File: src/hdl/hka_queue.sv
`timescale 1ns / 1ps
// ----------------------------------------------------------------------------
// hka_queue
// Two-entry queue between the hashing front and the table walker.
// ----------------------------------------------------------------------------
module hka_queue #(
    parameter int Q_W = 1
) (
    input  logic           clk,
    input  logic           rst_n,
    input  logic           push,
    input  logic [Q_W-1:0] push_data,
    output logic           full,
    input  logic           pop,
    output logic [Q_W-1:0] pop_data,
    output logic           empty
);
    logic [Q_W-1:0] slot_reg [2];
    logic           wr_reg;
    logic           rd_reg;
    logic [1:0]     cnt_reg;

    assign full     = (cnt_reg == 2'd2);
    assign empty    = (cnt_reg == 2'd0);
    assign pop_data = slot_reg[rd_reg];

    // storage
    always_ff @(posedge clk)
    begin
        if (push)
        begin
            slot_reg[wr_reg] <= push_data;
        end
    end

    // pointers and fill level
    always_ff @(posedge clk or negedge rst_n)
    begin
        if (!rst_n)
        begin
            wr_reg  <= 1'b0;
            rd_reg  <= 1'b0;
            cnt_reg <= 2'd0;
        end
        else
        begin
            if (push)
            begin
                wr_reg <= !wr_reg;
            end
            if (pop)
            begin
                rd_reg <= !rd_reg;
            end
            cnt_reg <= cnt_reg + {1'b0, push} - {1'b0, pop};
        end
    end

endmodule

File: config.mk
export PLATFORM = sky130hd
export DESIGN_NAME = hka_queue
export DESIGN_NICKNAME = d
export VERILOG_FILES = /design/src/hdl/hka_queue.sv
export SDC_FILE = /design/constraint.sdc
export NUM_CORES = 1
export LEC_CHECK = 0
export BUFFER_PORTS_ARGS = -buffer_cell sky130_fd_sc_hd__buf_2
export CORE_AREA = 5 5 42 44
export DETAILED_ROUTE_END_ITERATION = 8
export DIE_AREA = 0 0 47 49
export GPL_TIMING_DRIVEN = 0
export PLACE_DENSITY = 0.42
export RECOVER_POWER = 100
export SYNTH_ARGS = -nofsm -noshare
export SYNTH_HDL_FRONTEND = slang
export SYNTH_SLANG_ARGS = --single-unit
File: constraint.sdc
create_clock -name clk -period 4.17 [get_ports clk]
set_input_delay 1.0425 -clock clk [delete_from_list [all_inputs] [get_ports clk]]
set_output_delay 1.0425 -clock clk [all_outputs]
set_load 0.05 [all_outputs]
[Word-level counts from Yosys, hierarchy flattened]
Memories as Yosys holds them, arrays and structs flattened.
Index checks and enable logic that the tools add are counted.
Storage, ports and cells
  register bits after elaboration: 4
  RAM bits: 2
  input bits: 5
  output and inout bits: 3
  logic and storage cells: 12
  memories kept: 1
Memories
  slot_reg: depth 2, bits a word 1, rd ports 1, clocked after memory_dff 0, wr ports 1, line 18  | logic [Q_W-1:0] slot_reg [2];
Cells by class
  add/sub/neg operators: 2
  equal/unequal tests: 1
  multiplexer cells: 2
  reductions and logical operators: 3
Operator list (number)
  $add 2x1->2: 1
  $eq 2x2->1 const B: 1
  $logic_not 1->1: 2
  $logic_not 2->1: 1
  $mux 1: 2
  $sub 2x1->2: 1

[Depth between registers and ports, before layout]
Gate-level depths: netlist (run 1).
  depth after elaboration: 2
  depth in mapped cells: 5
  gate-level depth less buffers: 5

[Least setup slack after synthesis (run 1)]
OpenSTA, ideal clock, no wires.
  path kind: register to output
  from: register cnt_reg[1]
  to: output port full
  arrival: 1084 ps
  data required time: 3128 ps
  path slack: 2043 ps
  cell stages (with the launch flop): 2
  buffers on the path: 0
  cells stage by stage: dfrtp_1 > nor2b_1
On the way
  longest elaborated chain between the ends: 1
Ends and longest elaborated chain
  start: declaration: line 21  | logic [1:0] cnt_reg;
  start signal: assignment: line 55  | cnt_reg <= cnt_reg + {1'b0, push} - {1'b0, pop};
  $eq 2x2->1: line 23  | assign full = (cnt_reg == 2'd2);
  end: declaration: line 13  | output logic full,
No other way between the ends.

[Worst setup path after layout (run 1)]
  from: register rd_reg
  to: output port pop_data
On the way
  longest elaborated chain between the ends: 1
Ends and longest elaborated chain
  start: declaration: line 20  | logic rd_reg;
  start signal: assignment: line 53  | rd_reg <= !rd_reg;
  $mem_v2 2x1
  end: declaration: line 15  | output logic [Q_W-1:0] pop_data,
No other way between the ends.

==> results by group, run 1 <==
CTS
  – Post-CTS Resized: 0
  – Number of sinks on the clock net: 6
  – H-tree level count: 1
  – # hold bufs at CTS: 0
  – Post-CTS Setup Inserts: 0
  – Clock transition at the registers of the reported paths: around 0.050 ns
  – Maximum clock insertion buffer count: 2
  – CTS tree: built
  – Clock buffer count from CTS: 3
  – Buffer type at the clock tree root: clkbuf_4
  – Clock latency of the later-clocked register in the worst-skew pair: 0.25 ns

Yosys
  – Register bit total from synthesis: 6
  – Instance count of the mapped netlist: 18
  – Post-Syn Area: 268 um2
  – Share of synthesized area occupied by flip-flops and latches: 0.598
  – Post-synth net total: 25
  – Mean area per synthesized cell: 14.9 um2
  – Count of distinct cell types in the synthesized netlist: 10
  – Count of warnings emitted by yosys: 0

Detailed routing
  – Residual antenna-violating net count after detailed routing: 0
  – Final routed wire length divided by cell count: 11.5 um
  – Initial detailed-routing violation count: 2
  – Number of iterations in the first detailed-routing pass: 2
  – Total wire length after detailed routing: 518 um
  – DRC Markers: 0
  – Via density per instance: 3.49
  – Total number of vias: 157

Placement
  – Gp weighted congestion: 0.644
  – IO Port Bufs: 7
  – Post-place instance area: 323 um2
  – Post-Place Cells: 41

Pwr
  – Maximum vdd drop: approximately 220 uV
  – Lkg Pwr: about 0.00015 uW
  – Pwr dens: 837 nW/um2

Setup path
  – Arr. time, crit path: roughly 1.3 ns
  – Reg2Reg Depth: 5
  – End of the critical path: pop_data
  – Worst-case register-to-register setup slack: roughly 2.8 ns
  – Maximum fanout along the worst path: 2
  – CP Class: reg -> out
  – Data required time at the worst endpoint: 3.13 ns
  – Worst setup EP type: output port
  – Endpoint of the most critical register-to-register path: cnt_reg[1]
  – Start of the worst register-to-register path: cnt_reg[0]
  – Crit path launch type: flop
  – Critical path launch point: rd_reg

Cells and area
  – # nets final: 37
  – Layout Cell Area excl Fill: 342 um2
  – Share of cells above drive strength 1: 0.172
  – Non-filler cells, final: 45
  – Antenna Diode Count: 0
  – Fin util: 0.244
  – Area added between synthesis and finish: 27.6%

Global routing
  – Antenna violations before repair: 0
  – Global-route wire length before repair: 814 um
  – Largest net degree at the start of global routing: 5
  – Total congestion overflow: 0
  – Total routing resource utilization after global routing: 0.0567
  – Vias in the first global route: 168

Floorplan
  – Core ar.: roughly 1400 um2
  – Horiz. Die Dim: 47 um
  – Die span in y: roughly 49 um
  – Die Outline Area: 2300 um2
  – Starting utilization of the core area: 0.191
  – Boundary pin count: 8
  – Site Rows: 14

Timing
  – Highest attainable clock frequency: approximately 420 MHz
  – Minimum clock period: 2.37 ns
  – Hold_ws: 0.493 ns
  – Number of pins exceeding their max-slew limit in the final report: 0
  – Worst clock skew on the final layout: 0.0000435 ns
  – Total setup violations reported at the end of the flow: 0
  – Setup TNS: 0 ns
  – Setup repair after global routing missed its margin: no
  – Final hold vios: 0
  – Final worst path period share: 0.568
  – Worst slew pin tran: 0.596 ns
  – Worst relative slew slack: 0.605

Run status
  – Result of the run: finished, final reports clean

Run
  – Number of max-capacitance violations reported: 0

Min path
  – Type of the most critical hold path: reg -> reg
## layout make-up
class                      count  area [um2]
timing repair buffer           7        27.5
sequential                     6         160
multi-input combinational     10         100
inverter                       2        7.51
fill                         161        1060
clock buffer                   4        26.3
tap                           16        20.0
## power breakdown
group	switching [uW]	leakage, uW	internal (uW)	total [uW]
registers	19.3	0.0000654	86.4	106
clock network	23.4	0.0000150	36.4	59.8
logic	76.5	0.0000731	43.8	120
## stage by stage
step | setup WS, ns | power [uW]
floorplan | 2.04 | 202
global placement | 2.03 | 225
detailed placement | 1.97 | 234
CTS | 1.94 | 296
global route | 1.77 | 303
finish | 1.80 | 286
## worst max-delay path, cell delays in order, from the launching register on
cell      delay [ns]
dfrtp_1         0.40
mux2_2          0.22
clkbuf_1        0.46
## layout by cell type (no fill, tap or decap)
cell and count:
and2_0 1, buf_2 1, clkbuf_1 7, clkbuf_4 3, dfrtp_1 4, edfxtp_1 2, ha_1 2, inv_1 2
mux2_2 1, nor2_1 1, nor2b_1 2, xor2_1 2, xor3_1 1
## metal layers
layer / global-route usage / vias to the layer above / routed length (um)
li1: - / 79 / -
met1: 0.0584 / 74 / 204
met2: 0.0701 / 4 / 274
met3: 0.0295 / 0 / 40
met4: 0.0691 / 0 / 0
met5: 0 / - / 0
## synthesized netlist by cell type
library cell | n | share of area
xor2_1 | 2 | 0.065
edfxtp_1 | 2 | 0.22
ha_1 | 2 | 0.093
mux2_2 | 1 | 0.042
and2_1 | 1 | 0.023
nor2_1 | 1 | 0.014
inv_1 | 2 | 0.028
dfrtp_1 | 4 | 0.37
nor2b_1 | 2 | 0.047
xor3_1 | 1 | 0.089
## cells by family (layout without fill, tap and decap cells)
| kind of cell | after synthesis | in the layout | share of synthesized area |
|---|---|---|---|
| xor+xnor | 3 | 3 | 0.154 |
| simple gates | 4 | 4 | 0.0841 |
| fa+ha+maj | 2 | 2 | 0.0934 |
| flops | 6 | 6 | 0.598 |
| buf+inv | 2 | 13 | 0.0280 |
| mux | 1 | 1 | 0.0421 |
## how the worst min path moves through the flow
| stage | start | endpoint | slack (ns) | cells after the start |
|---|---|---|---|---|
| 2_1_floorplan | rd_reg | rd_reg | 0.45 | 1 |
| 3_5_place_dp | wr_reg | wr_reg | 0.48 | 1 |
| 5_1_grt | rd_reg | rd_reg | 0.51 | 1 |
| 4_1_cts | wr_reg | wr_reg | 0.50 | 1 |
| 6_report | rd_reg | rd_reg | 0.49 | 1 |
| 3_3_place_gp | wr_reg | wr_reg | 0.47 | 1 |
(Power assumes the default switching activity.)
==> inputs of run 2 (changes only) <==
PLACE_DENSITY = 0.43   (was 0.42)
clock period = 2 ns   (was 4.17 ns; I/O delays follow)
==> run 2 against run 1 <==
Sequential power rose by 110%. Sequential share of layout area grew 0.17 points. Routed wire length shrank 11%. Non-clock buffer count unchanged. Core utilization is 0.089 points lower. Clock power increased by 87%. Die area unchanged. Combinational power rose by 110%. Design area down 0.37%. Largest power group unchanged.
==> results by group, run 2 (synthesized netlist as in run 1, its figures left out) <==
Cells and area
  – Non-filler cells, final: 44
  – Area occupied by multi-input gates: 100 um2
  – Fillers: ~170
  – Antenna Diode Count: 0
  – Leading cell types in the layout, fill and taps excluded: 4 x dfrtp_1, 4 x clkbuf_1, 3 x clkbuf_4
  – Area added between synthesis and finish: 27.1%
  – Register Area: 160 um2
  – Share of cells above drive strength 1: 0.250
  – # nets final: 37

Global routing
  – Antenna violations before repair: 0
  – Vias in the first global route: between 200 and 250
  – Total routing resource utilization after global routing: 0.0511
  – Met2 usage in global routing: 0.0633
  – Global-route wire length before repair: 807 um
  – GR met1 Demand/Resource: 0.0608
  – Largest net degree at the start of global routing: 5
  – Total congestion overflow: 0
  – Global route hottest layer: met2
  – Global routing met3 resource utilization: 0.0295

CTS
  – CTS tree: built
  – Number of sinks on the clock net: 6
  – Clock transition at the registers of the reported paths: about 0.050 ns
  – Clock latency of the later-clocked register in the worst-skew pair: 0.24 ns
  – Maximum clock insertion buffer count: 2
  – H-tree level count: 1
  – Post-CTS Setup Inserts: 0
  – Post-CTS Resized: 0
  – # hold bufs at CTS: 0
  – Buffer type at the clock tree root: clkbuf_4
  – Clock buffer count from CTS: 3

Detailed routing
  – Final routed wire length divided by cell count: 10.4 um
  – Residual antenna-violating net count after detailed routing: 0
  – Number of iterations in the first detailed-routing pass: 1
  – Total number of vias: 163
  – DRC Markers: 0
  – Via density per instance: 3.70
  – Total wire length after detailed routing: 459 um
  – Initial detailed-routing violation count: 0

Timing
  – Number of pins exceeding their max-slew limit in the final report: 0
  – Worst relative slew slack: 0.606
  – Hold_ws: 0.0752 ns
  – Final hold vios: 0
  – Highest attainable clock frequency: 575 MHz
  – Worst clock skew on the final layout: approximately 0.0021 ns
  – Final setup margin: 0.261 ns
  – Setup repair after global routing missed its margin: no
  – Setup TNS: 0 ns
  – Minimum clock period: 1.74 ns
  – Total setup violations reported at the end of the flow: 0
  – Worst slew pin tran: 0.594 ns
  – Final worst path period share: 0.869

Placement
  – Gp weighted congestion: a little under 0.7
  – IO Port Bufs: 7
  – Worst slack after detailed placement: 0.345 ns
  – Post-Place Cells: a little over 40

Setup path
  – Worst setup EP type: output port
  – Crit path launch type: flop
  – Critical Path, Cell by Cell: nor2b_1 > clkbuf_1
  – CP Class: reg -> out
  – Cell with the biggest individual delay on the critical path: clkbuf_1
  – Maximum fanout along the worst path: 3
  – Start of the worst register-to-register path: cnt_reg[0]
  – Critical path launch point: cnt_reg[1]
  – Data required time at the worst endpoint: 1.50 ns
  – Arr. time, crit path: 1.24 ns
  – Crit path largest cell delay: 0.47 ns

Floorplan
  – Core ar.: 1400 um2
  – Site Rows: 14
  – Die span in y: 49 um
  – Horiz. Die Dim: 47 um
  – Die Outline Area: 2300 um2
  – Starting utilization of the core area: 0.191
  – Boundary pin count: 8

Run
  – Number of max-capacitance violations reported: 0

Pwr
  – Lkg Pwr: 0.000158 uW
  – Pwr dens: 1700 nW/um2
  – Maximum vdd drop: 733 uV

Min path
  – Type of the most critical hold path: in -> async

Run status
  – Result of the run: finished, final reports clean
[run 2: stage by stage]
stage,area [um2],total power (uW),util
6_report,340,579,0.243
5_1_grt,340,618,0.243
4_1_cts,345,597,0.246
3_5_place_dp,323,482,0.230
3_3_place_gp,323,469,0.230
2_1_floorplan,268,422,-
[run 2: path summary, 6_finish.rpt]
kind / end / slack [ns] / depth (start not counted)
max: full / 0.26 / 2
min: wr_reg / 0.08 / 1
max reg2reg: cnt_reg[1] / 0.59 / 5
min reg2reg: rd_reg / 0.48 / 1
max in group asynchronous: rd_reg / 1.74 / 1
min in group clk: rd_reg / 0.46 / 2
[run 2: worst max-delay path, delay by kind of cell, from the launching register on]
family	cells	cell delay (ns)
simple gates	1	0.14
buf+inv	1	0.47
flops	1	0.39
[run 2: cell type report]
class	count	area share
Clock buffer	3	0.0662
Multi-Input combinational cell	10	0.294
Inverter	2	0.0221
Tap cell	16	0.0588
Sequential cell	6	0.471
Timing Repair Buffer	7	0.0882
[run 2: routing by layer]
metal	part of all wire	routed length [um]	up-vias
met2	0.47	215	7
met1	0.42	195	77
met3	0.10	48	0
met4	0	0	0
li1	-	-	79
met5	0	0	-
[run 2: power by group]
part	internal [uW]	total (uW)	switching, uW
sequential	180	218	38.1
clock	67.9	112	44.0
combinational	93.1	248	155
==> inputs of run 3 (changes only) <==
PLACE_DENSITY = 0.48   (was 0.43)
==> run 3 against run 2 <==
Core utilization up 0.36 points. Sequential power about the same. Worst setup slack worse by 0.0050 ns. Clock skew is 0.0020 ns lower. First-iteration DRC count stayed put. Design area increased by 1.5%. Cell count up 2.3%. Critical endpoint unchanged. Largest power group unchanged.
==> results by group, run 3 (synthesized netlist as in run 1, its figures left out) <==
Global routing
  – Total routing resource utilization after global routing: 0.0518
  – Antenna violations before repair: 0
  – Total congestion overflow: 0
  – Largest net degree at the start of global routing: 5
  – Vias in the first global route: 190
  – Global-route wire length before repair: 772 um

Detailed routing
  – Number of iterations in the first detailed-routing pass: 1
  – DRC Markers: 0
  – Via density per instance: 3.76
  – Initial detailed-routing violation count: 0
  – Total number of vias: around 170
  – Total wire length after detailed routing: ~450 um
  – Residual antenna-violating net count after detailed routing: 0
  – Final routed wire length divided by cell count: a little over 10 um

Setup path
  – Cell with the biggest individual delay on the critical path: clkbuf_1
  – Maximum fanout along the worst path: 3
  – Arr. time, crit path: ~1.2 ns
  – Endpoint of the most critical register-to-register path: cnt_reg[1]
  – Worst setup EP type: output port
  – CP Class: reg -> out
  – Crit path launch type: flop
  – Crit path largest cell delay: 0.47 ns
  – Worst Path Buf+Inv: 1
  – Cell family with the largest share of critical-path delay: buffers and inverters
  – Critical Path, Cell by Cell: nor2b_1 > clkbuf_1
  – Reg2Reg Depth: 5
  – Data required time at the worst endpoint: 1.50 ns
  – Start of the worst register-to-register path: cnt_reg[0]
  – Worst-case register-to-register setup slack: 0.61 ns

Min path
  – Type of the most critical hold path: in -> async

Timing
  – Number of pins exceeding their max-slew limit in the final report: 0
  – Minimum clock period: 1.74 ns
  – Final worst path period share: 0.872
  – Setup repair after global routing missed its margin: no
  – Worst slew pin tran: approximately 0.60 ns
  – Final hold vios: 0
  – Highest attainable clock frequency: approximately 570 MHz
  – Final setup margin: 0.256 ns
  – Worst clock skew on the final layout: 0.0000616 ns
  – Setup TNS: 0 ns
  – Total setup violations reported at the end of the flow: 0
  – Worst relative slew slack: 0.604

Placement
  – Gp weighted congestion: 0.693
  – Post-place instance area: 323 um2
  – Post-Place Cells: around 40
  – IO Port Bufs: 7
  – Worst slack after detailed placement: 0.348 ns

Pwr
  – Power consumption: 592 uW
  – Maximum vdd drop: 993 uV
  – Pwr dens: 1710 nW/um2
  – Lkg Pwr: 0.000162 uW

CTS
  – H-tree level count: 1
  – Buffer type at the clock tree root: clkbuf_4
  – Clock transition at the registers of the reported paths: 0.05 ns
  – Post-CTS Setup Inserts: 0
  – Maximum clock insertion buffer count: 2
  – Number of sinks on the clock net: 6
  – Post-CTS Resized: 0
  – # hold bufs at CTS: 0
  – Clock latency of the later-clocked register in the worst-skew pair: about 0.25 ns
  – CTS tree: built
  – Clock buffer count from CTS: 3

Cells and area
  – Share of cells above drive strength 1: 0.276
  – Antenna Diode Count: 0
  – Layout Cell Area excl Fill: 345 um2
  – Fillers: 154
  – Area added between synthesis and finish: 29.0%
  – # nets final: 37
  – Leading cell types in the layout, fill and taps excluded: 4 x clkbuf_1, 4 x dfrtp_1, 3 x clkbuf_4, 3 x buf_2
  – Non-filler cells, final: between 40 and 50

Floorplan
  – Starting utilization of the core area: 0.191
  – Boundary pin count: 8
  – Site Rows: 14
  – Horiz. Die Dim: 47 um
  – Die Outline Area: 2300 um2
  – Die span in y: 49 um
  – Core ar.: 1400 um2

Run
  – Number of max-capacitance violations reported: 0

Run status
  – Result of the run: finished, final reports clean
run 3: cell count changes in the layout (fill, tap and decap cells not counted):
cell   previous run  this run
buf_2             2         3
run 3: cell type report:
type	count	area [um2]	area share
Clock buffer	4	26.3	0.0761
Inverter	2	7.51	0.0217
Multi-Input combinational cell	10	100	0.290
Sequential cell	6	160	0.464
Tap cell	16	20.0	0.0580
Timing Repair Buffer	7	31.3	0.0906
run 3: per-stage QoR:
stage	util	hold slack, ns
6_report	0.246	0.0798
4_1_cts	0.249	0.0449
3_5_place_dp	0.230	0.312
2_1_floorplan	-	0.204
5_1_grt	0.246	0.0762
3_3_place_gp	0.230	0.304
run 3: worst max path at each step:
stage | cells past startpoint | startpoint | to | slack [ns]
final | 2 | cnt_reg[1] | full | 0.26
after global routing | 2 | cnt_reg[1] | full | 0.18
after CTS | 2 | rd_reg | pop_data | 0.33
after detailed placement | 5 | pop | cnt_reg[1] | 0.35
after global placement | 5 | pop | cnt_reg[1] | 0.42
after floorplan | 1 | cnt_reg[1] | full | 0.42
run 3: per-layer routing:
metal,GRT usage,share of wire,vias to the layer above
li1,-,-,80
met1,0.0586,0.43,78
met2,0.0633,0.42,11
met3,0.0701,0.15,0
met4,0,0,0
met5,0,0,-
run 3: where the power goes:
| part | internal, uW | switching [uW] |
|---|---|---|
| logic | 93.2 | 159 |
| clock network | 75.8 | 47.4 |
| registers | 180 | 36.6 |
| total | 349 | 243 |
