$ cat config.mk
export PLATFORM = sky130hd
export DESIGN_NAME = hka_front_flat
export DESIGN_NICKNAME = d
export VERILOG_FILES = /design/src/hdl/hka_pkg.sv /design/src/hdl/hka_if.sv /design/src/hdl/hka_front.sv /design/src/flat_wrapper.sv
export SDC_FILE = /design/constraint.sdc
export NUM_CORES = 1
export LEC_CHECK = 0
export BUFFER_PORTS_ARGS = -buffer_cell sky130_fd_sc_hd__buf_2
export CORE_UTILIZATION = 35
export DETAILED_ROUTE_END_ITERATION = 6
export MAX_ROUTING_LAYER = met4
export PLACE_DENSITY = 0.72
export SKIP_CTS_REPAIR_TIMING = 1
export SLEW_MARGIN = 15
export SYNTH_ARGS = -nofsm -noshare
export SYNTH_HDL_FRONTEND = slang
export SYNTH_SLANG_ARGS = --single-unit
$ cat constraint.sdc
create_clock -name clk -period 2.5 [get_ports clk]
set_input_delay 0.25 -clock clk [delete_from_list [all_inputs] [get_ports clk]]
set_output_delay 0.25 -clock clk [all_outputs]
set_load 0.01 [all_outputs]
$ cat src/hdl/hka_pkg.sv
`timescale 1ns / 1ps
// ----------------------------------------------------------------------------
// hka_pkg
// Shared constants and helpers of the hashed key accumulator.
// ----------------------------------------------------------------------------
package hka_pkg;

    localparam int BUCKETS_DEF     = 199;
    localparam int MAX_ENTRIES_DEF = 256;
    localparam int KEY_BITS_DEF    = 20;
    localparam int DATA_W          = 64;
    localparam int INDEX_W         = 8;
    localparam int GROUP_W         = 4;

    // two's complement add, saturated to the signed range
    function automatic logic [DATA_W-1:0] sat_add(input logic [DATA_W-1:0] a,
                                                  input logic [DATA_W-1:0] b);
        logic [DATA_W-1:0] s;
        s = a + b;
        if ((a[DATA_W-1] == b[DATA_W-1]) && (s[DATA_W-1] != a[DATA_W-1]))
        begin
            s = a[DATA_W-1] ? {1'b1, {(DATA_W-1){1'b0}}} : {1'b0, {(DATA_W-1){1'b1}}};
        end
        return s;
    endfunction

endpackage

$ cat src/hdl/hka_if.sv
`timescale 1ns / 1ps
// ----------------------------------------------------------------------------
// hka_if
// Valid/ready channels of the accumulator: input items and result items.
// ----------------------------------------------------------------------------
interface hka_in_if #(parameter int KEY_BITS = hka_pkg::KEY_BITS_DEF) ();
    logic                             valid;
    logic                             ready;
    logic [KEY_BITS-1:0]              key;
    logic signed [hka_pkg::DATA_W-1:0] amount;

    modport source (output valid, key, amount, input ready);
    modport sink   (input valid, key, amount, output ready);
endinterface


$ cat src/hdl/hka_front.sv
`timescale 1ns / 1ps
// ----------------------------------------------------------------------------
// hka_front
// Accepts items and hashes the key to its bucket (key modulo BUCKETS),
// four key bits per cycle, then pushes the item into the queue.
// ----------------------------------------------------------------------------
module hka_front #(
    parameter int BUCKETS  = hka_pkg::BUCKETS_DEF,
    parameter int KEY_BITS = hka_pkg::KEY_BITS_DEF,
    parameter int BKT_W    = 1,
    parameter int Q_W      = 1
) (
    input  logic           clk,
    input  logic           rst_n,
    hka_in_if.sink         in_ch,
    output logic           push,
    output logic [Q_W-1:0] push_data,
    input  logic           q_full
);
    import hka_pkg::*;

    localparam int NGRP  = (KEY_BITS + GROUP_W - 1) / GROUP_W;
    localparam int KPAD  = NGRP * GROUP_W;
    localparam int CNT_W = $clog2(NGRP + 1);
    localparam int REM_W = BKT_W + 1;

    logic              hold_reg;
    logic [CNT_W-1:0]  cnt_reg;
    logic [KPAD-1:0]   kshift_reg;
    logic [BKT_W-1:0]  rem_reg;
    logic [KEY_BITS-1:0] key_reg;
    logic [DATA_W-1:0] amt_reg;
    logic [BKT_W-1:0]  rem_next;
    logic              done;

    // one group of restoring modulo steps
    always_comb
    begin
        logic [REM_W-1:0] r;
        r = REM_W'(rem_reg);
        for (int j = 0; j < GROUP_W; j++)
        begin
            r = {r[BKT_W-1:0], kshift_reg[KPAD-1-j]};
            if (r >= REM_W'(BUCKETS))
            begin
                r = r - REM_W'(BUCKETS);
            end
        end
        rem_next = r[BKT_W-1:0];
    end

    assign done        = hold_reg && (cnt_reg == CNT_W'(NGRP));
    assign in_ch.ready = !hold_reg;
    assign push        = done && !q_full;
    assign push_data   = {key_reg, amt_reg, rem_reg};

    // item holding and hash sequencing
    always_ff @(posedge clk or negedge rst_n)
    begin
        if (!rst_n)
        begin
            hold_reg <= 1'b0;
            cnt_reg  <= '0;
        end
        else
        begin
            if (in_ch.valid && in_ch.ready)
            begin
                hold_reg   <= 1'b1;
                cnt_reg    <= '0;
                rem_reg    <= '0;
                kshift_reg <= KPAD'(in_ch.key);
                key_reg    <= in_ch.key;
                amt_reg    <= in_ch.amount;
            end
            else if (hold_reg && !done)
            begin
                rem_reg    <= rem_next;
                kshift_reg <= kshift_reg << GROUP_W;
                cnt_reg    <= cnt_reg + 1'b1;
            end
            else if (push)
            begin
                hold_reg <= 1'b0;
            end
        end
    end

endmodule

$ cat src/flat_wrapper.sv
// flat-port wrapper written by rule: the top's interface ports become plain ports
module hka_front_flat import hka_pkg::*;
#(
    parameter int BUCKETS  = hka_pkg::BUCKETS_DEF,
    parameter int KEY_BITS = hka_pkg::KEY_BITS_DEF,
    parameter int BKT_W    = 1,
    parameter int Q_W      = 1
)
  (clk, rst_n, push, push_data, q_full, in_ch_valid, in_ch_key, in_ch_amount, in_ch_ready);
  hka_in_if #(.KEY_BITS(KEY_BITS)) in_ch_i ();
  input  logic clk;
  input  logic rst_n;
  output logic push;
  output logic [Q_W-1:0] push_data;
  input  logic q_full;
  input wire logic [$bits(in_ch_i.valid)-1:0] in_ch_valid;
  input wire logic [$bits(in_ch_i.key)-1:0] in_ch_key;
  input wire logic [$bits(in_ch_i.amount)-1:0] in_ch_amount;
  output wire logic [$bits(in_ch_i.ready)-1:0] in_ch_ready;
  assign in_ch_i.valid = in_ch_valid;
  assign in_ch_i.key = in_ch_key;
  assign in_ch_i.amount = in_ch_amount;
  assign in_ch_ready = in_ch_i.ready;
  hka_front #(.BUCKETS(BUCKETS), .KEY_BITS(KEY_BITS), .BKT_W(BKT_W), .Q_W(Q_W)) u_core (.clk(clk), .rst_n(rst_n), .in_ch(in_ch_i), .push(push), .push_data(push_data), .q_full(q_full));
endmodule
# Word-level counts from Yosys, hierarchy flattened
# Index checks and enable logic that the tools add are counted.
[totals]
regBits = 25
output_inout_bits = 3
wordCells = 38
[classes]
addsub = 5
magnitude_cmp = 4
n_eq_ne = 2
mux = 12
reduce_logical = 11
[op_table]
columns = ["operator", "count"]
rows = [
  ["$mux 20", 2],
  ["$ge 2x2->1 const B", 4],
  ["$mux 1", 8],
  ["$mux 3", 2],
  ["$logic_and 1x1->1", 4],
  ["$reduce_and 2->1", 2],
  ["$reduce_bool 2->1", 2],
  ["$sub 1x1->1 const B", 4],
  ["$add 3x1->3 const B", 1],
  ["$eq 3x3->1 const B", 1],
  ["$logic_not 1->1", 3],
  ["$ne 2x1->1 const B", 1],
]

# Logic depth before layout (Yosys ltp)
# Gate-level depths: netlist of the first run.
[logic_depth]
depth_word = 9
depth_mapped = 5

# Worst setup path before layout of the first run
# OpenSTA, ideal clock, no wires.
[synth_timing]
path_type = "reg-to-reg"
start = "register u_core.cnt_reg[0]"
end = "register u_core.kshift_reg[0], enable pin"
setup_time_ns = 0.378
t_arrival_ns = 1.483
setup_slack_ns = 0.639
stages_incl_launch_ff = 5
n_path_buf = 0
cell_sequence = "dfrtp_1 > ha_1 > and3_2 > nor2_1 > and2_1"
[synth_via]
elab_chain_len = 6
[synth_lines]
columns = ["item", "line", "source"]
rows = [
  ["from (decl)", "hka_front.sv:28", "logic [CNT_W-1:0] cnt_reg;"],
  ["from (signal assigned)", "hka_front.sv:80", "cnt_reg <= cnt_reg + 1'b1;"],
  ["$eq 3x3->1", "hka_front.sv:52", "assign done = hold_reg && (cnt_reg == CNT_W'(NGRP));"],
  ["$logic_and 1x1->1", "hka_front.sv:52", ""],
  ["$logic_not 1->1", "hka_front.sv:76", "else if (hold_reg && !done)"],
  ["$logic_and 1x1->1", "hka_front.sv:76", ""],
  ["$reduce_bool 2->1 (no line)", "--", ""],
  ["$reduce_and 2->1 (no line)", "--", ""],
  ["to (signal assigned)", "hka_front.sv:72", "kshift_reg <= KPAD'(in_ch.key);"],
  ["to (signal assigned)", "hka_front.sv:79", "kshift_reg <= kshift_reg << GROUP_W;"],
  ["to (decl)", "hka_front.sv:29", "logic [KPAD-1:0] kshift_reg;"],
]
# Every way passes these cells.
# A chain may end at the register's enable or synchronous reset.

# Worst setup path after layout of the first run
[layout_timing]
start = "register u_core.cnt_reg[0]"
end = "register u_core.kshift_reg[18], enable pin"
# Same word-level chain as after synthesis.

==> results summary, run 1 <==
The count of standard-cell rows came out at 20. The die covers 3610 sq um. The delay of the slowest cell on the worst path is 440 ps. The routed length per instance is 12.1 um. The setup violation total in the final timing report came out at 0. The final weighted congestion of routability-driven global placement came out at 0.807. The initial core utilization came out at 37.8%. The static leakage came out at 0.587 nW. The clock tree root driver cell is clkbuf_4. The slew at the pin closest to its max-slew limit came out at 326 ps. The via density per instance came out at 4.56. The slack of the worst reg-to-reg path came out at 710 ps. The net count of the finished layout is 195.

The maximum vdd ir drop came out at 0.580 mV. The design internal power came out at 0.000980 W. Counting both buffers and inverters, the worst setup path holds a total of 1. The library cells used most frequently in the layout, excluding fill and tap cells, are 26 x buf_2, 21 x edfxtp_1, 16 x mux2_4. After clock tree synthesis, the clock-pin slew on the worst setup and hold paths is 120 ps. The longest clock path from root to sink contains 2 buffers. The final worst hold slack came out at 178 ps. The synthesized netlist contains 20 unique library cells.

The run finished with clean final reports. The initial antenna violation count came out at 0. The detailed router finished its first iteration with 30 violations.

Between clock sinks in the finished design, the worst skew comes to 7.51 ps. The number of buffers inserted during clock tree synthesis came out at 3. The layout has 294 filler cells. The clock tree from TritonCTS is yes. Subtracting the final worst setup slack from the clock period gives 1790 ps. The total routing usage reported by global routing came out at 10.8%. The required time reported for the critical path endpoint came out at 2510 ps. The mean cell area of the mapped netlist came out at 16.2 sq um. The count of nets left with antenna violations once routing finished came out at 0. Traced cell by cell, the critical path runs through ha_1 -> and3_2 -> nor2_1 -> and2_1 -> buf_4. In this run, flip-flops and latches consume 53.2% of the power.

Setup repair after global routing left no endpoint under its margin. The DRC violations left came out at 0. The die is 60.1 um tall. The final worst setup slack is 710 ps. By startpoint and endpoint, the worst setup path is classified as flop to flop.

The maximum number of pins on one net before global-route repair came out at 21. The max-cap check violation count came out at 0. The library cell used most frequently in the layout, excluding fill and tap cells, is buf_2. The die span in x is 60.1 um. The worst setup slack before clock tree synthesis is 715 ps. In the final layout, the share of cells above drive strength 1 is 47.1%. The TritonCTS sink count came out at 25.

The switching power summed over all nets is 0.000379 W. The clock latency on the worst-skew pair came out at 310 ps. The final standard cell count with taps included and fillers excluded is 148.

The worst setup path is captured at a flop. The detailed-routing iteration count for the pre-antenna-repair pass came out at 3. In this run the power density over the cells is 974 nW/um^2. The sequential share of the synthesized area is 61.9%. The critical path launch point type is a flop. By area the synthesized netlist is led by edfxtp_1 53%, mux2_4 20%, dfrtp_1 8.5%.

For this run, the number of Yosys warnings is 0. The number of ports placed on the die boundary came out at 91. The synthesis-stage register bit count came out at 25. Derived from the worst setup path, the maximum achievable clock frequency is 559 MHz. The cell area after synthesis is 1180 sq um. The HPWL reported at the end of detailed placement is 1.33 mm. The flip-flop count of the largest register after layout came out at 20. The layout overhead on the synthesized area is 18.1%.

The hold violation count in the final report is 0. The clock network burns 12.8% of the power. Of all nets on the critical path, the largest fanout is 20. For this block, the routed nets add up to 1.79 mm of wire. The area share of the largest cell type after synthesis is 53.4%. The region available for standard cell placement spans 3130 sq um. The wire length of the first global-routing pass is 2.75 mm.

The total inserted antenna cells came out at 0. The count of buffers from port buffering came out at 26. The number of global-route vias before repair was 646. The H-tree depth is 1. The switching portion of total power is 27.9%. The global-route congestion overflow total is 0. The number of pins exceeding their max-slew limit in the final report is 0. After routing, the total negative slack on setup checks comes to 0 ps. Counting every net in the synthesized netlist gives 163. The final period utilization is 71.6%.

edfxtp_1 takes more of the synthesized area than any other cell. The slowest stage of the critical path is the dfrtp_1 cell. The total number of vias is 675. The gate count of the mapped netlist is 73. After detailed placement, the design holds a cell count of 143.

Grouping stages by cell kind, the critical path spends the most delay in simple AND/OR/NAND/NOR gates. The tightest min-delay check is of the input pin to flop type. The critical path data arrival time came out at 1800 ps. The combinational cell fraction of total power is 33.9%.

The relative max-transition margin is 78.3%.
## kinds of logic after synthesis
logic type                 count (synthesis)  share of synthesized area, %
and+or+nand+nor                           18                          9.00
muxes                                     16                          20.3
adders and majority gates                  2                          2.12
AOI/OAI and AO/OA                          7                          3.39
xor gates and xnor gates                   1                         0.742
buffers and inverters                      4                          2.54
DFF                                       25                          61.9
## worst register-to-register path, stage by stage, from the launching register on
cell	delay, ps
dfrtp_1	440
ha_1	250
and3_2	230
nor2_1	140
and2_1	150
buf_4	260
## layer usage
layer | routed length (um) | vias to the layer above | share of wire (%) | global-route usage (%)
li1 | - | 330 | - | -
met1 | 840 | 316 | 47 | 12.2
met2 | 824 | 29 | 46 | 18.4
met3 | 123 | 0 | 6.9 | 5.19
met4 | 0 | 0 | 0 | 0
met5 | 0 | - | 0 | -
## path summary, 6_finish.rpt
path	startpoint	end	cells after the start
hold reg to reg	u_core.kshift_reg[14]	u_core.kshift_reg[18]	1
hold / removal	in_ch_valid	u_core.cnt_reg[0]	2
setup reg to reg	u_core.cnt_reg[0]	u_core.kshift_reg[18]	5
setup / recovery	u_core.cnt_reg[0]	u_core.kshift_reg[18]	5
min in group asynchronous	rst_n	u_core.cnt_reg[2]	2
max in group asynchronous	rst_n	u_core.hold_reg	2
## final cells by class
cell class	instances	area, sq um	area share, %
Clock buffer	4	26.3	1.88
Inverter	2	7.51	0.538
Multi-Input combinational cell	44	420	30.1
Sequential cell	25	731	52.4
Tap cell	44	55.1	3.95
Timing Repair Buffer	29	155	11.1
## power by group through the flow
| stage | clock (W) | combinational (W) | sequential (W) |
|---|---|---|---|
| final | 0.000174 | 0.000461 | 0.000724 |
| after detailed placement | 0 | 0.000466 | 0.000737 |
| after floorplan | 0 | 0.000369 | 0.000722 |
| after global routing | 0.000200 | 0.000514 | 0.000741 |
| after global placement | 0 | 0.000442 | 0.000729 |
| after CTS | 0.000185 | 0.000468 | 0.000726 |
## Yosys cell counts, drive strengths merged
cell type  number
ha              2
and3            1
a21oi           1
o22ai           2
and2            5
dfrtp           4
mux2           16
inv             2
nor2b           1
o21ai           3
nand2           3
nand4b          1
nand3           1
nor2            3
and4b           1
a21boi          1
edfxtp         21
xnor2           1
nand2b          2
buf             2
## through the flow
stage | utilization, % | area (sq um) | total power (W)
finish | 44.6 | 1400 | 0.00136
global route | 44.6 | 1400 | 0.00145
CTS | 44.3 | 1390 | 0.00138
detailed placement | 43.4 | 1360 | 0.00120
global placement | 43.4 | 1360 | 0.00117
floorplan | - | 1180 | 0.00109
No activity file was read; power rests on OpenSTA's default activity.
==> run 2: changes to the inputs <==
Clock period 2.5 ns to 1.68 ns, I/O delays scaled along.
==> run 2 against run 1 <==
- core utilization grew 2.0 points
- maximum frequency increased by 12%
- flip-flop and latch count did not move
- sequential share of layout area shrank 2.3 points
- via count decreased by 1.3%
- clock-buffer cell count down 1
- non-clock buffer count rose by 2
- final area rose by 4.6%
- power rose by 57%
- setup slack got worse by 620 ps
- sequential power up 48%
- die area is the same
==> results summary, run 2 (same netlist as run 1, synthesis figures left out) <==
The maximum count of clock buffers along a single path is 2 (unchanged). The setup TNS came out at 0 ps (unchanged). The final weighted congestion of routability-driven global placement came to 0.805 (was 0.807).

The worst hold path class is input pin to flop (unchanged). The number of global-route vias before repair was 671 (was 646). The uppermost metal layer occupied by signal nets is met4 (was met3). The largest fanout on the critical path is 10 (was 20). The maximum number of pins on one net before global-route repair came out at 21 (unchanged).

The total inserted antenna cells came to 0 (unchanged). The routed length per instance is 12.3 um (was 12.1 um). The minimum period implied by the final worst setup slack is 1590 ps (was 1790 ps). The maximum clock frequency came out at 628 MHz (was 559 MHz). The total routing usage reported by global routing came out at 11.7% (was 10.8%). The total number of vias came out at 666 (was 675). The switching power summed over all nets came out at 0.000594 W (was 0.000379 W).

The met3 layer wire length in the routed design is 174 um (was 123 um). The met1 wire length is 851 um (was 840 um). The wire length reported by the detailed router came to 1.84 mm (was 1.79 mm). The global-route congestion overflow total is 0 (unchanged). The number of ports placed on the die boundary is 91 (unchanged). The critical path data arrival time came to 1650 ps (was 1800 ps).

The combinational cell fraction of total power is 37.4% (was 33.9%). The part of the power in registers came to 50.1% (was 53.2%). The total core area is 3130 sq um (unchanged). The relative max-transition margin was 83.6% (was 78.3%). The layout overhead on the synthesized area is 23.5% (was 18.1%). The category of the worst setup path capture point is a flop (unchanged). The beginning of the worst register-to-register path is u_core.cnt_reg[1] (was u_core.cnt_reg[0]). The start point of the worst hold path is in_ch_valid (unchanged). The H-tree depth came to 1 (unchanged). The die span in x is 60.1 um (unchanged). The most common cell after layout, fill and taps aside is buf_2 (unchanged). The critical path startpoint is u_core.cnt_reg[1] (was u_core.cnt_reg[0]). The number of pins exceeding their max-slew limit in the final report came out at 0 (unchanged). The design internal power is 0.00154 W (was 0.000980 W). The startpoint-to-endpoint class of the critical path is flop to flop (unchanged). The flip-flop count of the largest register after layout came out at 20 (unchanged). The length of routed met2 wiring is 800 um (was 824 um). The HPWL reported at the end of detailed placement is 1.27 mm (was 1.33 mm). The worst clock skew is 15.5 ps (was 7.51 ps). The critical path launch point type is a flop (unchanged). The clock tree from TritonCTS was yes (unchanged). The hold violation count in the final report came out at 0 (unchanged). The max-cap check violation count is 0 (unchanged). The static leakage is 0.617 nW (was 0.587 nW).

The die boundary height is 60.1 um (unchanged). The slew at the pin closest to its max-slew limit is 246 ps (was 326 ps). The clock transition at the register clock pins on the worst setup and hold paths after CTS is 140 ps (was 120 ps). The number of design-rule violations left by the first detailed-router iteration came out at 17 (was 30). The detailed-routing iteration count for the pre-antenna-repair pass is 4 (was 3). The remaining antenna violation count after routing came out at 0 (unchanged).

The final worst hold slack is 74.5 ps (was 178 ps). The area occupied by registers is 731 sq um (unchanged). The filler cell count came to 285 (was 294). The setup violation total in the final timing report is 0 (unchanged).

The die outline area came to 3610 sq um (unchanged). The count of standard-cell rows is 20 (unchanged). The number of nets in the layout is 197 (was 195). The final period utilization is 94.7% (was 71.6%). The wire length of the first global-routing pass is 2.92 mm (was 2.75 mm). The required time reported for the critical path endpoint came out at 1740 ps (was 2510 ps). The area of the multi-input gates came out at 425 sq um (was 420 sq um). The initial core utilization came out at 37.8% (unchanged). The switching portion of total power came out at 27.8% (was 27.9%). The initial antenna violation count came out at 0 (unchanged). The via density per instance came to 4.44 (was 4.56). The number of buffers inserted during clock tree synthesis came out at 3 (unchanged). The cell area power density is 1470 nW/um^2 (was 974 nW/um^2). Leading cell types in the layout, fill and taps excluded: 26 x buf_2, 21 x edfxtp_1, 16 x mux2_4 (unchanged). The maximum vdd ir drop came out at 0.634 mV (was 0.580 mV).

Result of the run: finished, final reports clean (unchanged). The fraction of final layout cells with drive strength greater than 1 was 50.9% (was 47.1%). The clock latency on the worst-skew pair came out at 320 ps (was 310 ps).

The DRC violations left is 0 (unchanged). The count of buffers from port buffering came out at 26 (unchanged). The TritonCTS sink count came out at 25 (unchanged). The proportion of power drawn by the clock network came to 12.5% (was 12.8%). The clock tree root driver cell is clkbuf_4 (unchanged).
## run 2: stage by stage
stage | area, sq um | instances | setup slack (ps) | util [%] | total power [W]
after floorplan | 1180 | 73 | 36.6 | - | 0.00162
after global placement | 1390 | 144 | 85.7 | 44.5 | 0.00180
after detailed placement | 1390 | 144 | 57.2 | 44.5 | 0.00184
after CTS | 1420 | 148 | 17.7 | 45.4 | 0.00211
after global routing | 1460 | 150 | -5.06 | 46.6 | 0.00228
final | 1460 | 150 | 88.7 | 46.6 | 0.00214
## run 2: power by group through the flow
stage / logic, W / registers [W] / clock network, W
finish: 0.000800 / 0.00107 / 0.000267
global route: 0.000893 / 0.00109 / 0.000298
CTS: 0.000759 / 0.00107 / 0.000277
detailed placement: 0.000754 / 0.00109 / 0
global placement: 0.000726 / 0.00108 / 0
floorplan: 0.000551 / 0.00107 / 0
## run 2: routing by layer
metal	vias to the layer above	track usage (%)
li1	333	-
met1	298	13.4
met2	30	18.3
met3	5	5.63
met4	0	2.99
met5	-	-
## run 2: layout make-up
class / instances / share of cell area [%]
Clock buffer: 3 / 1.54
Sequential cell: 25 / 50.1
Clock inverter: 1 / 0.343
Inverter: 2 / 0.515
Timing Repair Buffer: 31 / 14.6
Tap cell: 44 / 3.77
Multi-Input combinational cell: 44 / 29.2
## run 2: critical path, stage by stage (launching register included)
cell and delay (ps):
dfrtp_1 370, inv_1 50, ha_1 210, and3_2 230
nor2_2 120, and2_4 190, clkbuf_16 160
## run 2: worst paths after layout
| kind | endpoint | slack, ps | cells past startpoint |
|---|---|---|---|
| min reg2reg | u_core.kshift_reg[17] | 570 | 1 |
| min in group asynchronous | u_core.cnt_reg[2] | 190 | 2 |
| min | u_core.cnt_reg[0] | 70 | 2 |
| max reg2reg | u_core.kshift_reg[9] | 90 | 6 |
| max | u_core.kshift_reg[9] | 90 | 6 |
| max in group asynchronous | u_core.hold_reg | 1350 | 2 |
==> run 3: changes to the inputs <==
Settings changed: GPL_TIMING_DRIVEN set to 0, SETUP_SLACK_MARGIN set to 0.2.
==> run 3 against run 2 <==
- clock-buffer cell count rose by 1
- final area rose by 2.3%
- non-clock buffer count rose by 3
- register-to-register slack improved by 120 ps
- routed wire length rose by 5.0%
- global-route usage fell by 0.97 points
- setup slack improved by 120 ps
- maximum frequency rose by 7.9%
- core utilization rose by 1.1 points
- sequential share of layout area fell by 1.1 points
- flip-flop and latch count did not move
- first-iteration DRC count rose to 3.4 times the previous value
- largest cell class unchanged
==> results summary, run 3 (same netlist as run 1, synthesis figures left out) <==
The combinational cell fraction of total power is 39.6% (was 37.4%). The DRC violations left is 0 (unchanged). The HPWL reported at the end of detailed placement is 1.31 mm (was 1.27 mm). The final worst hold slack was 80.1 ps (was 74.5 ps). The required time reported for the critical path endpoint came out at 1720 ps (was 1740 ps). The worst hold path class is input pin to flop (unchanged). The largest fanout on the critical path came out at 5 (was 10).

The max-cap check violation count is 0 (unchanged). The total core area is 3130 sq um (unchanged). The part of the power in registers came to 48.7% (was 50.1%). Setup repair after global routing could not meet its margin everywhere. The switching portion of total power is 28.3% (was 27.8%). The filler cell count came out at 285 (unchanged). The global-route congestion overflow total is 0 (unchanged). The clock transition at the register clock pins on the worst setup and hold paths after CTS came out at 130 ps (was 140 ps). The count of buffers from port buffering is 26 (unchanged).

The fraction of final layout cells with drive strength greater than 1 is 54.5% (was 50.9%). The final period utilization came to 87.8% (was 94.7%). The count of standard-cell rows is 20 (unchanged). The via density per instance was 4.51 (was 4.44).

The cell area power density was 1490 nW/um^2 (was 1470 nW/um^2). The number of pins exceeding their max-slew limit in the final report is 0 (unchanged). The remaining antenna violation count after routing was 0 (unchanged). The total inserted antenna cells is 0 (unchanged).

The flip-flop count of the largest register after layout is 20 (unchanged). The minimum period implied by the final worst setup slack came out at 1470 ps (was 1590 ps). The overall power of the completed layout is 0.00223 W (was 0.00214 W). Result of the run: finished, final reports clean (unchanged).

The category of the worst setup path capture point is a flop (unchanged). The relative max-transition margin is 81.4% (was 83.6%). The initial antenna violation count is 0 (unchanged). The proportion of power drawn by the clock network came out at 11.7% (was 12.5%). The total routing usage reported by global routing came out at 10.7% (was 11.7%). The die span in x is 60.1 um (unchanged). The final weighted congestion of routability-driven global placement came out at 0.760 (was 0.805). The static leakage is 0.630 nW (was 0.617 nW). The detailed-routing iteration count for the pre-antenna-repair pass is 2 (was 4). The startpoint-to-endpoint class of the critical path is flop to flop (unchanged). The critical path data arrival time is 1510 ps (was 1650 ps). The critical path launch point type was a flop (unchanged). The most common cell after layout, fill and taps aside is buf_2 (unchanged).

The die boundary height was 60.1 um (unchanged). The H-tree depth is 1 (unchanged). The design internal power was 0.00160 W (was 0.00154 W).

The slew at the pin closest to its max-slew limit came out at 277 ps (was 246 ps). The wire length reported by the detailed router is 1.93 mm (was 1.84 mm). Sequence of cells on the critical path: ha_4 -> and3_4 -> nor2_4 -> and2_4 (was inv_1 -> ha_1 -> and3_2 -> nor2_2 -> and2_4 -> clkbuf_16). Leading cell types in the layout, fill and taps excluded: 26 x buf_2, 21 x edfxtp_1, 16 x mux2_4 (unchanged). The cell type group with the largest total delay on the critical path is simple AND/OR/NAND/NOR gates (unchanged). The die outline area came out at 3610 sq um (unchanged). The total buffers and inverters traversed by the critical path is 0 (was 2). The routed length per instance came out at 12.4 um (was 12.3 um). The maximum number of pins on one net before global-route repair came out at 21 (unchanged). The TritonCTS sink count is 25 (unchanged). The switching power summed over all nets is 0.000629 W (was 0.000594 W). The slowest library cell on the worst path is dfrtp_1 (unchanged). The maximum clock frequency is 678 MHz (was 628 MHz). The clock tree root driver cell was clkbuf_4 (unchanged).

The hold violation count in the final report came to 0 (unchanged). The setup TNS is 0 ps (unchanged). The maximum count of clock buffers along a single path came out at 2 (unchanged).

The maximum vdd ir drop came out at 0.655 mV (was 0.634 mV). The area of the multi-input gates came out at 473 sq um (was 425 sq um). The delay of the slowest cell on the worst path came out at 450 ps (was 370 ps).

The worst clock skew was 4.45 ps (was 15.5 ps). The number of global-route vias before repair came out at 670 (was 671). The clock latency on the worst-skew pair came out at 310 ps (was 320 ps). The area occupied by registers is 731 sq um (unchanged). The clock tree from TritonCTS is yes (unchanged).

The number of buffers inserted during clock tree synthesis came out at 3 (unchanged). The layout overhead on the synthesized area came out at 26.4% (was 23.5%). The utilization of the core after routing came out at 47.7% (was 46.6%). The initial core utilization is 37.8% (unchanged).

The number of nets in the layout came out at 203 (was 197). The wire length of the first global-routing pass came out at 2.68 mm (was 2.92 mm). The setup violation total in the final timing report came out at 0 (unchanged).

The total number of vias came to 704 (was 666). The number of design-rule violations left by the first detailed-router iteration came out at 57 (was 17). The number of ports placed on the die boundary is 91 (unchanged).
[run 3: cell count changes in the layout (fill, tap and decap cells not counted), moves of 2 or more]
cell    previous run  this run
buf_6              0         2
buf_4              1         5
and2_4             1         4
buf_12             2         0
[run 3: final timing paths]
check                           cells after the start                  start  slack [ps]                    end
worst max-delay path                                4      u_core.cnt_reg[0]         210   u_core.kshift_reg[9]
worst min-delay path                                2            in_ch_valid          80      u_core.cnt_reg[0]
worst max register to register                      4      u_core.cnt_reg[0]         210   u_core.kshift_reg[9]
worst min register to register                      1  u_core.kshift_reg[14]         560  u_core.kshift_reg[18]
max in group asynchronous                           2                  rst_n        1300      u_core.cnt_reg[1]
min in group asynchronous                           2                  rst_n         210      u_core.cnt_reg[2]
[run 3: worst register-to-register path, delay by kind of cell (launching register included)]
family	cells	cell delay (ps)
and+or+nand+nor	3	560
adders and majority gates	1	190
DFF	1	450
[run 3: layout make-up]
| cell class | count | share of cell area, % |
|---|---|---|
| Sequential cell | 25 | 49.0 |
| Multi-Input combinational cell | 47 | 31.7 |
| Timing Repair Buffer | 32 | 11.9 |
| Tap cell | 44 | 3.69 |
| Clock buffer | 4 | 1.76 |
| Buffer | 2 | 1.51 |
| Inverter | 2 | 0.503 |
[run 3: power groups by stage]
stage	registers (W)	logic, W	clock network (W)
6_report	0.00109	0.000882	0.000260
5_1_grt	0.00110	0.000979	0.000288
4_1_cts	0.00108	0.000713	0.000271
3_5_place_dp	0.00110	0.000709	0
3_3_place_gp	0.00109	0.000677	0
2_1_floorplan	0.00107	0.000564	0
[run 3: routing by layer]
metal / vias to the layer above / GRT usage [%] / part of all wire (%)
li1: 351 / - / -
met1: 326 / 12.6 / 48
met2: 27 / 17.6 / 46
met3: 0 / 4.55 / 5.6
met4: 0 / 0.997 / 0
met5: - / - / 0
[run 3: metrics by stage]
stage,setup WS [ps],cell area (sq um),std cells
final,205,1490,156
after global routing,167,1490,156
after CTS,48.9,1400,147
after detailed placement,59.5,1370,143
after global placement,90.5,1370,143
after floorplan,200,1190,73
